===== config.mk =====
export PLATFORM = sky130hd
export DESIGN_NAME = sensor_measure_sequencer_top
export DESIGN_NICKNAME = d
export VERILOG_FILES = /design/src/sv/sms_pkg.sv /design/src/sv/sensor_measure_sequencer_top.sv /design/src/sv/sms_cfg.sv /design/src/sv/sms_core.sv
export VERILOG_INCLUDE_DIRS = /design/src /design/src/sv
export SDC_FILE = /design/constraint.sdc
export NUM_CORES = 1
export LEC_CHECK = 0
export BUFFER_PORTS_ARGS = -buffer_cell sky130_fd_sc_hd__buf_2
export CORE_MARGIN = 2
export CORE_UTILIZATION = 33
export DETAILED_ROUTE_END_ITERATION = 12
export PLACE_DENSITY = 0.57
export SLEW_MARGIN = 20
export SYNTH_ARGS = -nofsm -noshare
export SYNTH_HDL_FRONTEND = slang
export SYNTH_SLANG_ARGS = --single-unit

===== constraint.sdc =====
create_clock -name clk -period 8.2 [get_ports clk]
set_input_delay 1.23 -clock clk [delete_from_list [all_inputs] [get_ports clk]]
set_output_delay 1.23 -clock clk [all_outputs]
set_load 0.1 [all_outputs]

===== src/sv/sensor_measure_sequencer_top_assert.svh =====
// Assertion macros for the sensor measure sequencer.
`ifndef SENSOR_MEASURE_SEQUENCER_TOP_ASSERT_SVH
`define SENSOR_MEASURE_SEQUENCER_TOP_ASSERT_SVH

// Same-cycle implication, sampled on clk, off during reset.
`define SMS_ASSERT_NOW(lbl, ante, cons, msg) \
    lbl: assert property (@(posedge clk) disable iff (!rst_n) (ante) |-> (cons)) \
        else $error(msg);

// Next-cycle implication, sampled on clk, off during reset.
`define SMS_ASSERT_NEXT(lbl, ante, cons, msg) \
    lbl: assert property (@(posedge clk) disable iff (!rst_n) (ante) |=> (cons)) \
        else $error(msg);

`endif


===== src/sv/sms_pkg.sv =====
// Types, constants and helpers shared by the sensor measure sequencer.
`default_nettype none
package sms_pkg;

    localparam int SAMPLE_BITS = 12;
    localparam int LEVEL_BITS  = 12;
    localparam int CMP_BITS    = (SAMPLE_BITS > LEVEL_BITS) ? SAMPLE_BITS : LEVEL_BITS;
    localparam int RETRY_BITS  = 4;
    localparam int BLINK_BITS  = 4;
    localparam int ADDR_BITS   = 5;
    localparam int DATA_BITS   = 32;

    // event kinds
    localparam logic [1:0] FUNC_TICK      = 2'd0;
    localparam logic [1:0] FUNC_START     = 2'd1;
    localparam logic [1:0] FUNC_SEND_OK   = 2'd2;
    localparam logic [1:0] FUNC_SEND_FAIL = 2'd3;

    // measurement outcome codes
    localparam logic [1:0] OUTCOME_NONE = 2'd0;
    localparam logic [1:0] OUTCOME_OK   = 2'd1;
    localparam logic [1:0] OUTCOME_FAIL = 2'd2;

    // blink pattern kinds
    localparam logic [1:0] KIND_MEAS_OK   = 2'd0;
    localparam logic [1:0] KIND_MEAS_FAIL = 2'd1;
    localparam logic [1:0] KIND_SEND_OK   = 2'd2;
    localparam logic [1:0] KIND_SEND_FAIL = 2'd3;

    // register indexes (byte address = 4 * index)
    localparam logic [2:0] REG_CHARGE_OFF = 3'd0;
    localparam logic [2:0] REG_CHARGE_ON  = 3'd1;
    localparam logic [2:0] REG_DAYLIGHT   = 3'd2;
    localparam logic [2:0] REG_DARKNESS   = 3'd3;
    localparam logic [2:0] REG_RETRY      = 3'd4;

    localparam logic [LEVEL_BITS-1:0] CHARGE_OFF_RESET = LEVEL_BITS'(3723);
    localparam logic [LEVEL_BITS-1:0] CHARGE_ON_RESET  = LEVEL_BITS'(3549);
    localparam logic [LEVEL_BITS-1:0] DAYLIGHT_RESET   = LEVEL_BITS'(20);
    localparam logic [LEVEL_BITS-1:0] DARKNESS_RESET   = LEVEL_BITS'(10);
    localparam logic [RETRY_BITS-1:0] RETRY_RESET      = RETRY_BITS'(10);

    typedef struct packed {
        logic [1:0]             func;
        logic                   temp_ready;
        logic                   humid_ready;
        logic [SAMPLE_BITS-1:0] battery_sample;
        logic [SAMPLE_BITS-1:0] solar_sample;
    } evt_beat_t;

    typedef struct packed {
        logic       charger_switch;
        logic       lamp_drive;
        logic       indicator_led;
        logic       reference_power;
        logic       start_temp_pulse;
        logic       start_humid_pulse;
        logic       sample_taken;
        logic [1:0] measure_outcome;
        logic       measuring;
    } res_beat_t;

    typedef struct packed {
        logic [LEVEL_BITS-1:0] charge_off_level;
        logic [LEVEL_BITS-1:0] charge_on_level;
        logic [LEVEL_BITS-1:0] daylight_level;
        logic [LEVEL_BITS-1:0] darkness_level;
        logic [RETRY_BITS-1:0] retry_limit;
    } cfg_t;

    function automatic logic [BLINK_BITS-1:0] blink_len(input logic [1:0] kind);
        logic [BLINK_BITS-1:0] len;
        unique case (kind)
            KIND_MEAS_OK:   len = BLINK_BITS'(3);
            KIND_MEAS_FAIL: len = BLINK_BITS'(6);
            KIND_SEND_OK:   len = BLINK_BITS'(8);
            KIND_SEND_FAIL: len = BLINK_BITS'(14);
            default:        len = BLINK_BITS'(3);
        endcase
        return len;
    endfunction

endpackage
`default_nettype wire


===== src/sv/sensor_measure_sequencer_top.sv =====
// Top level of the sensor measure sequencer: handshake stages around the step core.
//
//  channel  dir  handshake          beat
//  evt      in   evt_valid/stall    sms_pkg::evt_beat_t
//  res      out  res_valid/stall    sms_pkg::res_beat_t
//  apb      in   psel/penable       5 config registers at byte address 4*i
//
// One event per cycle sustained while the result is not stalled; a taken event
// loads the input register, its step result then loads the result register and
// raises res_valid, unless a result stall holds the event in the input register.
// Reset clears all sequencer state and loads the register defaults.
// A stalled result holds; the input register still takes an event when the
// result register drains in the same cycle.
`default_nettype none
module sensor_measure_sequencer_top
(
    input  wire logic                          clk,
    input  wire logic                          rst_n,
    input  wire logic                          evt_valid,
    output logic                               evt_stall,
    input  wire sms_pkg::evt_beat_t            evt,
    output logic                               res_valid,
    input  wire logic                          res_stall,
    output sms_pkg::res_beat_t                 res,
    input  wire logic                          psel,
    input  wire logic                          penable,
    input  wire logic                          pwrite,
    input  wire logic [sms_pkg::ADDR_BITS-1:0] paddr,
    input  wire logic [sms_pkg::DATA_BITS-1:0] pwdata,
    output logic      [sms_pkg::DATA_BITS-1:0] prdata,
    output logic                               pready
);

    logic               stage_valid_reg;
    logic               stage_valid_next;
    sms_pkg::evt_beat_t stage_reg;
    logic               res_valid_reg;
    logic               res_valid_next;
    sms_pkg::res_beat_t res_reg;
    sms_pkg::res_beat_t step_res;
    sms_pkg::cfg_t      cfg;
    logic               advance;
    logic               take;

    assign pready = 1'b1;

    sms_cfg u_cfg
    (
        .clk     (clk),
        .rst_n   (rst_n),
        .psel    (psel),
        .penable (penable),
        .pwrite  (pwrite),
        .paddr   (paddr),
        .pwdata  (pwdata),
        .prdata  (prdata),
        .cfg     (cfg)
    );

    sms_core u_core
    (
        .clk     (clk),
        .rst_n   (rst_n),
        .step_en (advance),
        .evt     (stage_reg),
        .cfg     (cfg),
        .res     (step_res)
    );

    assign advance   = stage_valid_reg && (!res_valid_reg || !res_stall);
    assign evt_stall = stage_valid_reg && !advance;
    assign take      = evt_valid && !evt_stall;

    always_comb
    begin
        priority if (take)
            stage_valid_next = 1'b1;
        else if (advance)
            stage_valid_next = 1'b0;
        else
            stage_valid_next = stage_valid_reg;

        priority if (advance)
            res_valid_next = 1'b1;
        else if (!res_stall)
            res_valid_next = 1'b0;
        else
            res_valid_next = res_valid_reg;
    end

    always_ff @(posedge clk or negedge rst_n)
    begin
        if (!rst_n)
        begin
            stage_valid_reg <= 1'b0;
            res_valid_reg   <= 1'b0;
        end
        else
        begin
            stage_valid_reg <= stage_valid_next;
            res_valid_reg   <= res_valid_next;
        end
    end

    always_ff @(posedge clk)
    begin
        if (take)
            stage_reg <= evt;
        if (advance)
            res_reg <= step_res;
    end

    assign res_valid = res_valid_reg;
    assign res       = res_reg;

`include "sensor_measure_sequencer_top_assert.svh"

    `SMS_ASSERT_NOW(a_sample_drops_ref, res_valid && res.sample_taken,
        !res.reference_power, "reference still powered on a sampling beat")
    `SMS_ASSERT_NOW(a_start_sets_wait, res_valid && res.start_temp_pulse,
        res.measuring && res.reference_power, "start beat without active wait")
    `SMS_ASSERT_NEXT(a_stage_held, stage_valid_reg && res_valid_reg && res_stall,
        stage_valid_reg, "pending event lost while result stalled")

endmodule
`default_nettype wire


===== src/sv/sms_cfg.sv =====
// Configuration register file with its APB-style access port.
`default_nettype none
module sms_cfg
(
    input  wire logic                          clk,
    input  wire logic                          rst_n,
    input  wire logic                          psel,
    input  wire logic                          penable,
    input  wire logic                          pwrite,
    input  wire logic [sms_pkg::ADDR_BITS-1:0] paddr,
    input  wire logic [sms_pkg::DATA_BITS-1:0] pwdata,
    output logic      [sms_pkg::DATA_BITS-1:0] prdata,
    output sms_pkg::cfg_t                      cfg
);

    sms_pkg::cfg_t cfg_reg;
    sms_pkg::cfg_t cfg_next;
    logic [2:0]    reg_idx;
    logic          wr_en;

    assign reg_idx = paddr[4:2];
    assign wr_en   = psel && penable && pwrite;

    always_comb
    begin
        cfg_next = cfg_reg;
        if (wr_en)
        begin
            unique case (reg_idx)
                sms_pkg::REG_CHARGE_OFF:
                    cfg_next.charge_off_level = pwdata[sms_pkg::LEVEL_BITS-1:0];
                sms_pkg::REG_CHARGE_ON:
                    cfg_next.charge_on_level = pwdata[sms_pkg::LEVEL_BITS-1:0];
                sms_pkg::REG_DAYLIGHT:
                    cfg_next.daylight_level = pwdata[sms_pkg::LEVEL_BITS-1:0];
                sms_pkg::REG_DARKNESS:
                    cfg_next.darkness_level = pwdata[sms_pkg::LEVEL_BITS-1:0];
                sms_pkg::REG_RETRY:
                    cfg_next.retry_limit = pwdata[sms_pkg::RETRY_BITS-1:0];
                default:
                    cfg_next = cfg_reg;
            endcase
        end
    end

    always_ff @(posedge clk or negedge rst_n)
    begin
        if (!rst_n)
        begin
            cfg_reg.charge_off_level <= sms_pkg::CHARGE_OFF_RESET;
            cfg_reg.charge_on_level  <= sms_pkg::CHARGE_ON_RESET;
            cfg_reg.daylight_level   <= sms_pkg::DAYLIGHT_RESET;
            cfg_reg.darkness_level   <= sms_pkg::DARKNESS_RESET;
            cfg_reg.retry_limit      <= sms_pkg::RETRY_RESET;
        end
        else
        begin
            cfg_reg <= cfg_next;
        end
    end

    always_comb
    begin
        unique case (reg_idx)
            sms_pkg::REG_CHARGE_OFF:
                prdata = sms_pkg::DATA_BITS'(cfg_reg.charge_off_level);
            sms_pkg::REG_CHARGE_ON:
                prdata = sms_pkg::DATA_BITS'(cfg_reg.charge_on_level);
            sms_pkg::REG_DAYLIGHT:
                prdata = sms_pkg::DATA_BITS'(cfg_reg.daylight_level);
            sms_pkg::REG_DARKNESS:
                prdata = sms_pkg::DATA_BITS'(cfg_reg.darkness_level);
            sms_pkg::REG_RETRY:
                prdata = sms_pkg::DATA_BITS'(cfg_reg.retry_limit);
            default:
                prdata = '0;
        endcase
    end

    assign cfg = cfg_reg;

endmodule
`default_nettype wire


===== src/sv/sms_core.sv =====
// Sequencer state and the single-pass event step logic.
`default_nettype none
module sms_core
(
    input  wire logic               clk,
    input  wire logic               rst_n,
    input  wire logic               step_en,
    input  wire sms_pkg::evt_beat_t evt,
    input  wire sms_pkg::cfg_t      cfg,
    output sms_pkg::res_beat_t      res
);

    typedef struct packed {
        logic                           active;
        logic                           led;
        logic [1:0]                     kind;
        logic [sms_pkg::BLINK_BITS-1:0] left;
    } blink_t;

    typedef struct packed {
        logic                           check_pending;
        logic                           temp_wait;
        logic                           humid_wait;
        logic [sms_pkg::RETRY_BITS-1:0] retries_left;
        blink_t                         blink;
        logic                           charger_on;
        logic                           lamp_on;
        logic                           reference_level;
    } state_t;

    state_t st_reg;
    state_t st_next;
    logic   pulse_t;
    logic   pulse_h;
    logic   sampled;
    logic [1:0] outcome;
    logic [sms_pkg::CMP_BITS-1:0] bat;
    logic [sms_pkg::CMP_BITS-1:0] sol;

    // a new pattern is dropped while one is running
    function automatic blink_t start_blink(input blink_t b, input logic [1:0] kind);
        blink_t r;
        r = b;
        if (!b.active)
        begin
            r.active = 1'b1;
            r.led    = 1'b1;
            r.kind   = kind;
            r.left   = sms_pkg::blink_len(kind);
        end
        return r;
    endfunction

    assign bat = sms_pkg::CMP_BITS'(evt.battery_sample);
    assign sol = sms_pkg::CMP_BITS'(evt.solar_sample);

    always_comb
    begin
        st_next = st_reg;
        pulse_t = 1'b0;
        pulse_h = 1'b0;
        sampled = 1'b0;
        outcome = sms_pkg::OUTCOME_NONE;
        unique case (evt.func)
            sms_pkg::FUNC_TICK:
            begin
                if (st_next.blink.active)
                begin
                    st_next.blink.left = st_next.blink.left - 1'b1;
                    if (st_next.blink.left == '0)
                    begin
                        st_next.blink.active = 1'b0;
                        st_next.blink.led    = 1'b0;
                    end
                    else if ((st_next.blink.kind == sms_pkg::KIND_MEAS_FAIL ||
                              st_next.blink.kind == sms_pkg::KIND_SEND_FAIL) &&
                             !st_next.blink.left[0])
                    begin
                        st_next.blink.led = !st_next.blink.led;
                    end
                end
                if (st_next.check_pending)
                begin
                    st_next.reference_level = 1'b0;
                    sampled = 1'b1;
                    st_next.check_pending = 1'b0;
                    // open test first: it wins when thresholds cross
                    if (bat >= sms_pkg::CMP_BITS'(cfg.charge_off_level))
                        st_next.charger_on = 1'b0;
                    else if (bat <= sms_pkg::CMP_BITS'(cfg.charge_on_level))
                        st_next.charger_on = 1'b1;
                    if (sol >= sms_pkg::CMP_BITS'(cfg.daylight_level))
                        st_next.lamp_on = 1'b0;
                    else if (sol <= sms_pkg::CMP_BITS'(cfg.darkness_level))
                        st_next.lamp_on = 1'b1;
                end
                if (st_next.temp_wait)
                begin
                    if (st_next.retries_left == '0)
                    begin
                        st_next.temp_wait = 1'b0;
                        outcome = sms_pkg::OUTCOME_FAIL;
                        st_next.blink = start_blink(st_next.blink, sms_pkg::KIND_MEAS_FAIL);
                    end
                    else
                    begin
                        st_next.retries_left = st_next.retries_left - 1'b1;
                        if (evt.temp_ready)
                        begin
                            pulse_h = 1'b1;
                            st_next.temp_wait    = 1'b0;
                            st_next.humid_wait   = 1'b1;
                            st_next.retries_left = cfg.retry_limit;
                        end
                    end
                end
                // humidity wait sees the counter as the temperature step left it
                if (st_next.humid_wait)
                begin
                    if (st_next.retries_left == '0)
                    begin
                        st_next.humid_wait = 1'b0;
                        outcome = sms_pkg::OUTCOME_FAIL;
                        st_next.blink = start_blink(st_next.blink, sms_pkg::KIND_MEAS_FAIL);
                    end
                    else
                    begin
                        st_next.retries_left = st_next.retries_left - 1'b1;
                        if (evt.humid_ready)
                        begin
                            st_next.humid_wait = 1'b0;
                            outcome = sms_pkg::OUTCOME_OK;
                            st_next.blink = start_blink(st_next.blink, sms_pkg::KIND_MEAS_OK);
                        end
                    end
                end
            end
            sms_pkg::FUNC_START:
            begin
                pulse_t = 1'b1;
                st_next.temp_wait       = 1'b1;
                st_next.retries_left    = cfg.retry_limit;
                st_next.reference_level = 1'b1;
                st_next.check_pending   = 1'b1;
            end
            sms_pkg::FUNC_SEND_OK:
                st_next.blink = start_blink(st_next.blink, sms_pkg::KIND_SEND_OK);
            sms_pkg::FUNC_SEND_FAIL:
                st_next.blink = start_blink(st_next.blink, sms_pkg::KIND_SEND_FAIL);
            default:
                st_next = st_reg;
        endcase
    end

    always_ff @(posedge clk or negedge rst_n)
    begin
        if (!rst_n)
            st_reg <= '0;
        else if (step_en)
            st_reg <= st_next;
    end

    always_comb
    begin
        res.charger_switch    = st_next.charger_on;
        res.lamp_drive        = st_next.lamp_on;
        res.indicator_led     = st_next.blink.led;
        res.reference_power   = st_next.reference_level;
        res.start_temp_pulse  = pulse_t;
        res.start_humid_pulse = pulse_h;
        res.sample_taken      = sampled;
        res.measure_outcome   = outcome;
        res.measuring         = st_next.temp_wait || st_next.humid_wait;
    end

endmodule
`default_nettype wire

==> results.py, run 1 <==
metrics = {
    "status": {
        "status": "completed",
    },
    "worst_setup_path": {
        "max_stage_delay_ns": 0.49,
        "critPathLaunch": "paddr[2]",
        "path_buf_inv": 2,
        "setup.worst_path.start_class": "primary input",
        "cp-endpoint": "prdata[2]",
        "slowest_stage": "buf_2",
        "cp_common_cell": "buf_2",
        "critPathMaxFanout": 22,
        "r2r-end": "res[7]",
        "end_kind": "output port",
        "r2r-start": "u_core.st_reg[11]",
        "required_ns": 6.97,
        "path_class": "in2out",
        "path_depth": 5,
        "reg2regPathDepth": 11,
        "critPathArrivalTime_ns": 2.97,
        "cp_cell_sequence": "buf_2 -> nor2b_1 -> a22oi_1 -> o22ai_1 -> buf_2",
        "ff2ff_setup_slack_ns": 5.14,
        "cp_top_family": "buffers and inverters",
    },
    "final_layout": {
        "fin_area_sq_um": 7120,
        "final_common_cell": "buf_2",
        "largest_reg_flops": 52,
        "nets": 800,
        "syn2layout_area_growth_pct": 12.8,
        "final_util": 0.380,
        "final_layout_size_suffix_gt1_frac": 0.232,
        "final_cell_mix": "buf_2, nand2_1, inv_1",
        "fin_cells": 914,
        "diodes": 0,
    },
    "hold_path": {
        "hold_start": "stage_valid_reg",
        "whs_path_depth": 1,
        "hold_path_class": "reg2reg",
    },
    "job": {
        "drv_cap": 0,
    },
    "synth": {
        "synthTopCellsByArea": "dfrtp_1, edfxtp_1, ha_1, dfstp_2, o21ai_0",
        "synth-seq-cells": 109,
        "synth_top_area_share": 0.194,
        "synth_top_cell_by_area": "dfrtp_1",
        "synthSimpleGateAreaFrac": 0.130,
        "synth_xor_area_frac": 0,
        "synth_area_per_cell_sq_um": 10.4,
        "synth_compound_area_frac": 0.156,
        "synth_edf_count": 38,
        "synth_top_family_by_area": "compound AO/OA/AOI/OAI gates",
        "synth_area_sq_um": 6310,
        "synthCells": 607,
        "synth.distinct_cells": 66,
        "synthFlopType": "dfrtp_1",
        "synthMuxAreaShare": 0.0674,
        "synth_seq_area_share": 0.467,
        "synth-async-reset-ratio": 0.651,
        "ys.warnings.count": 0,
        "yosys.area_share.adder": 0.105,
    },
    "clock_network": {
        "h-tree-depth": 3,
        "cts-hold-fix-buffers": 0,
        "cts_tree": "done",
        "clockBufferDepth": 2,
        "cts_sinks": 109,
        "clockRootBuffer": "clkbuf_16",
        "insertion_delay_ns": 0.35,
        "post_cts_resized": 0,
        "path_clk_slew_ns": 0.07,
        "postCtsSetupRepairBufs": 0,
        "numCtsBuffers": 9,
    },
    "detailed_routing": {
        "ant_nets": 0,
        "avgViaCountPerCell": 5.03,
        "drtIter0Drc": 295,
        "vias": 4599,
        "finalWirelength_mm": 15.0,
        "drc_errors": 0,
        "wl_met1_mm": 7.13,
        "first_pass_iters": 5,
        "wl_met2_mm": 7.10,
        "top_layer": "met4",
        "wl_met3_um": 592,
        "routedWlPerCell_um": 16.4,
    },
    "grt": {
        "overflow": 0,
        "antenna_found_initial": 0,
        "grt_pass1_vias": 4411,
        "grtUsageTotal": 0.155,
        "grt_start_max_net_pins": 72,
        "grt_pass1_wl_mm": 24.0,
    },
    "sta": {
        "min_period_over_period": 0.512,
        "post-route-min-period_ns": 4.20,
        "slew_headroom": 0.360,
        "fmax_mhz": 238,
        "finalSetupTns_ns": 0,
        "rsz0062_at_grt": "false",
        "finalMaxSlewViolations": 0,
        "worst_slack_ns": 4.00,
        "worstMarginPinSlew_ns": 0.960,
        "holdWs_ns": 0.491,
        "clock_skew_ns": 0.00938,
        "setup_viol": 0,
        "hold_viol_final": 0,
    },
    "place": {
        "dp.cells": 898,
        "place.gp.congestion": 0.842,
        "hpwl_mm": 10.9,
        "dp_slack_ns": 4.08,
        "placed_cell_area_sq_um": 6850,
        "port_buffers": 73,
    },
    "floorplan": {
        "pin_count": 117,
        "initial_utilization": 0.337,
        "rows": 50,
        "dieArea_sq_um": 20200,
        "coreArea_sq_um": 18700,
        "die_w_um": 142,
        "chipHeight_um": 142,
    },
    "pwr": {
        "p_total_mw": 1.82,
        "power_density_nw_per_um2": 256,
        "irDropWorstVdd_mv": 0.135,
        "leakagePower_nw": 3.15,
    },
}
-- layer usage --
layer  vias up  track usage
li1       2266            -
met1      2205        0.209
met2       112        0.259
met3        16       0.0286
met4         0       0.0358
met5         -            0
-- synthesized netlist by cell type (4+ instances only) --
cell       n
o21ai_0   55
a22oi_1   11
nand2_1   60
o211ai_1   5
nand2b_1   8
a211oi_1   7
mux2_2    20
clkbuf_1  12
ha_1      53
dfrtp_1   49
nor4_1     4
o22ai_1    4
a21o_1    12
nand4_1    8
nor2b_1   13
buf_2      4
nor3_1     9
nor2_1    26
inv_1     58
a21oi_1   27
buf_4     21
nand3_1   10
edfxtp_1  38
dfstp_2   22
mux4_2     8
-- worst register-to-register path, stage by stage, from the launching register on --
cell      delay, ns
dfrtp_1        0.43
inv_1          0.09
ha_1           0.26
or3b_4         0.43
nand2_4        0.12
mux2i_1        0.12
ha_1           0.25
and2_1         0.17
a32oi_1        0.37
o21ai_1        0.17
a211oi_1       0.30
a21oi_1        0.11
-- cell type report --
cell class                 instances  area, sq um
fill                            1847        11600
timing repair buffer              78          403
clock inverter                     5         35.0
tap                              234          293
inverter                          59          221
clock buffer                      11          233
sequential                       109         2950
multi-input combinational        418         2990
-- kinds of logic (layout without fill, tap and decap cells) --
| logic type | count (synthesis) | after routing |
|---|---|---|
| muxes | 30 | 30 |
| DFF | 109 | 109 |
| AOI/OAI and AO/OA | 153 | 153 |
| adders and majority gates | 53 | 53 |
| other | 2 | 21 |
| buffers and inverters | 99 | 153 |
| and+or+nand+nor | 161 | 161 |
-- power breakdown --
group,internal (mW),switching (mW)
clock,0.207,0.203
sequential,0.681,0.0749
combinational,0.228,0.425
total,1.12,0.702
-- worst min-delay path by stage --
stage	to	slack [ns]
floorplan	res_valid	0.46
global placement	res_valid	0.47
detailed placement	res_valid	0.49
CTS	res_valid	0.50
global route	res_valid	0.53
finish	res_valid	0.49
Note: power is estimated with default switching activity, not from simulation.
==> run 2: changes to the inputs <==
==> constraint.sdc (replaced) <==
create_clock -name clk -period 3.9 [get_ports clk]
set_input_delay 0.585 -clock clk [delete_from_list [all_inputs] [get_ports clk]]
set_output_delay 0.585 -clock clk [all_outputs]
set_load 0.1 [all_outputs]
==> results.py, run 2 (synthesis results as in run 1) <==
metrics = {
    "status": {
        "status": "completed",
    },
    "grt": {
        "grt_start_max_net_pins": 47,
        "antenna_found_initial": 0,
        "grt_pass1_wl_mm": 24.2,
        "grtUsageTotal": 0.157,
        "overflow": 0,
        "grt_pass1_vias": 4462,
    },
    "floorplan": {
        "initial_utilization": 0.337,
        "pin_count": 117,
        "chipHeight_um": 142,
        "coreArea_sq_um": 18700,
        "dieArea_sq_um": 20200,
        "die_w_um": 142,
        "rows": 50,
    },
    "final_layout": {
        "fin_area_sq_um": 7170,
        "largest_reg_flops": 52,
        "final_common_cell": "buf_2",
        "syn2layout_area_growth_pct": 13.7,
        "fillCellCount": 1838,
        "diodes": 0,
        "multi_input_area_sq_um": 2980,
        "nets": 803,
        "final_layout_size_suffix_gt1_frac": 0.236,
        "regArea_sq_um": 2950,
        "final_cell_mix": "buf_2, nand2_1, inv_1",
    },
    "detailed_routing": {
        "drc_errors": 0,
        "routedWlPerCell_um": 16.3,
        "ant_nets": 0,
        "drtIter0Drc": 296,
        "first_pass_iters": 4,
        "vias": 4558,
        "avgViaCountPerCell": 4.97,
        "finalWirelength_mm": 15.0,
    },
    "pwr": {
        "swShare": 0.379,
        "p_int_mw": 2.43,
        "power.switching_mw": 1.48,
        "combinationalPowerShare": 0.352,
        "irDropWorstVdd_mv": 0.347,
        "leakagePower_nw": 3.19,
        "pwr-share-seq": 0.406,
        "power_density_nw_per_um2": 545,
        "clkPwrFrac": 0.243,
    },
    "place": {
        "hpwl_mm": 11.0,
        "placed_cell_area_sq_um": 6870,
        "port_buffers": 73,
        "place.gp.congestion": 0.870,
    },
    "sta": {
        "min_period_over_period": 0.773,
        "finalSetupTns_ns": 0,
        "rsz0062_at_grt": "false",
        "finalMaxSlewViolations": 0,
        "clock_skew_ns": 0.0118,
        "worstMarginPinSlew_ns": 0.728,
        "hold_viol_final": 0,
        "post-route-min-period_ns": 3.01,
        "slew_headroom": 0.514,
        "setup_viol": 0,
        "fmax_mhz": 332,
    },
    "worst_setup_path": {
        "r2r-end": "res[7]",
        "r2r-start": "u_core.st_reg[11]",
        "reg2regPathDepth": 11,
        "path_class": "reg2reg",
        "end_kind": "flop",
        "required_ns": 4.00,
        "setup.worst_path.start_class": "flop",
        "ff2ff_setup_slack_ns": 0.89,
        "critPathArrivalTime_ns": 3.11,
        "max_stage_delay_ns": 0.43,
        "critPathMaxFanout": 6,
        "slowest_stage": "dfrtp_1",
        "cp_common_cell": "ha_1",
        "cp_cell_sequence": "inv_1 -> ha_1 -> or3b_4 -> nand2_4 -> mux2i_1 -> ha_1 -> and2_1 -> a32oi_1 -> o21ai_1 -> a211oi_1 -> a21oi_1",
    },
    "hold_path": {
        "hold_path_class": "in2async",
    },
    "clock_network": {
        "path_clk_slew_ns": 0.07,
        "clockBufferDepth": 2,
        "numCtsBuffers": 9,
        "insertion_delay_ns": 0.36,
        "clockRootBuffer": "clkbuf_16",
        "postCtsSetupRepairBufs": 0,
        "cts_sinks": 109,
        "h-tree-depth": 3,
        "cts_tree": "done",
        "post_cts_resized": 0,
        "cts-hold-fix-buffers": 0,
    },
    "job": {
        "drv_cap": 0,
    },
}
[run 2: cell type report]
| class | count | area share |
|---|---|---|
| flip-flops and latches | 109 | 0.411 |
| inverters | 59 | 0.0309 |
| well taps | 234 | 0.0408 |
| repair buffers | 81 | 0.0593 |
| clock buffers | 13 | 0.0392 |
| multi-input cells | 418 | 0.416 |
| clock inverters | 3 | 0.00331 |
[run 2: routing by layer]
layer,global-route usage,up-vias,part of all wire
met4,0.0447,0,0.014
li1,-,2276,-
met5,0,-,0
met2,0.255,117,0.47
met1,0.209,2149,0.47
met3,0.0367,16,0.050
[run 2: metrics by stage]
stage | power, mW | instances | util | hold WS [ns] | setup slack [ns]
2_1_floorplan | 2.69 | 626 | - | 0.289 | 0.533
3_3_place_gp | 2.97 | 901 | 0.367 | 0.409 | 0.876
3_5_place_dp | 2.99 | 901 | 0.367 | 0.408 | 0.898
4_1_cts | 3.95 | 917 | 0.383 | 0.0217 | 0.877
5_1_grt | 4.18 | 917 | 0.383 | 0.0264 | 0.554
6_report | 3.91 | 917 | 0.383 | 0.0328 | 0.885
[run 2: worst max-delay path, delay by kind of cell (launching register included)]
family / cells / cell delay (ns)
compound gates: 4 / 0.91
fa+ha+maj: 2 / 0.50
buf+inv: 1 / 0.09
flops: 1 / 0.43
mux: 1 / 0.12
simple gates: 3 / 0.70
[run 2: power by group through the flow]
stage | Sequential (mW) | Combinational (mW) | Clock [mW]
after floorplan | 1.65 | 1.04 | 0
after global placement | 1.61 | 1.37 | 0
after detailed placement | 1.61 | 1.38 | 0
after CTS | 1.59 | 1.39 | 0.981
after global routing | 1.62 | 1.54 | 1.01
final | 1.59 | 1.37 | 0.949
[run 2: how the worst max path moves through the flow]
stage | startpoint | endpoint | slack (ns) | cells past startpoint
floorplan | paddr[3] | prdata[3] | 0.53 | 4
global placement | u_core.st_reg[11] | res[7] | 0.88 | 11
detailed placement | u_core.st_reg[11] | res[7] | 0.90 | 11
CTS | u_core.st_reg[11] | res[7] | 0.88 | 11
global route | u_core.st_reg[11] | res[7] | 0.55 | 11
finish | u_core.st_reg[11] | res[7] | 0.89 | 11
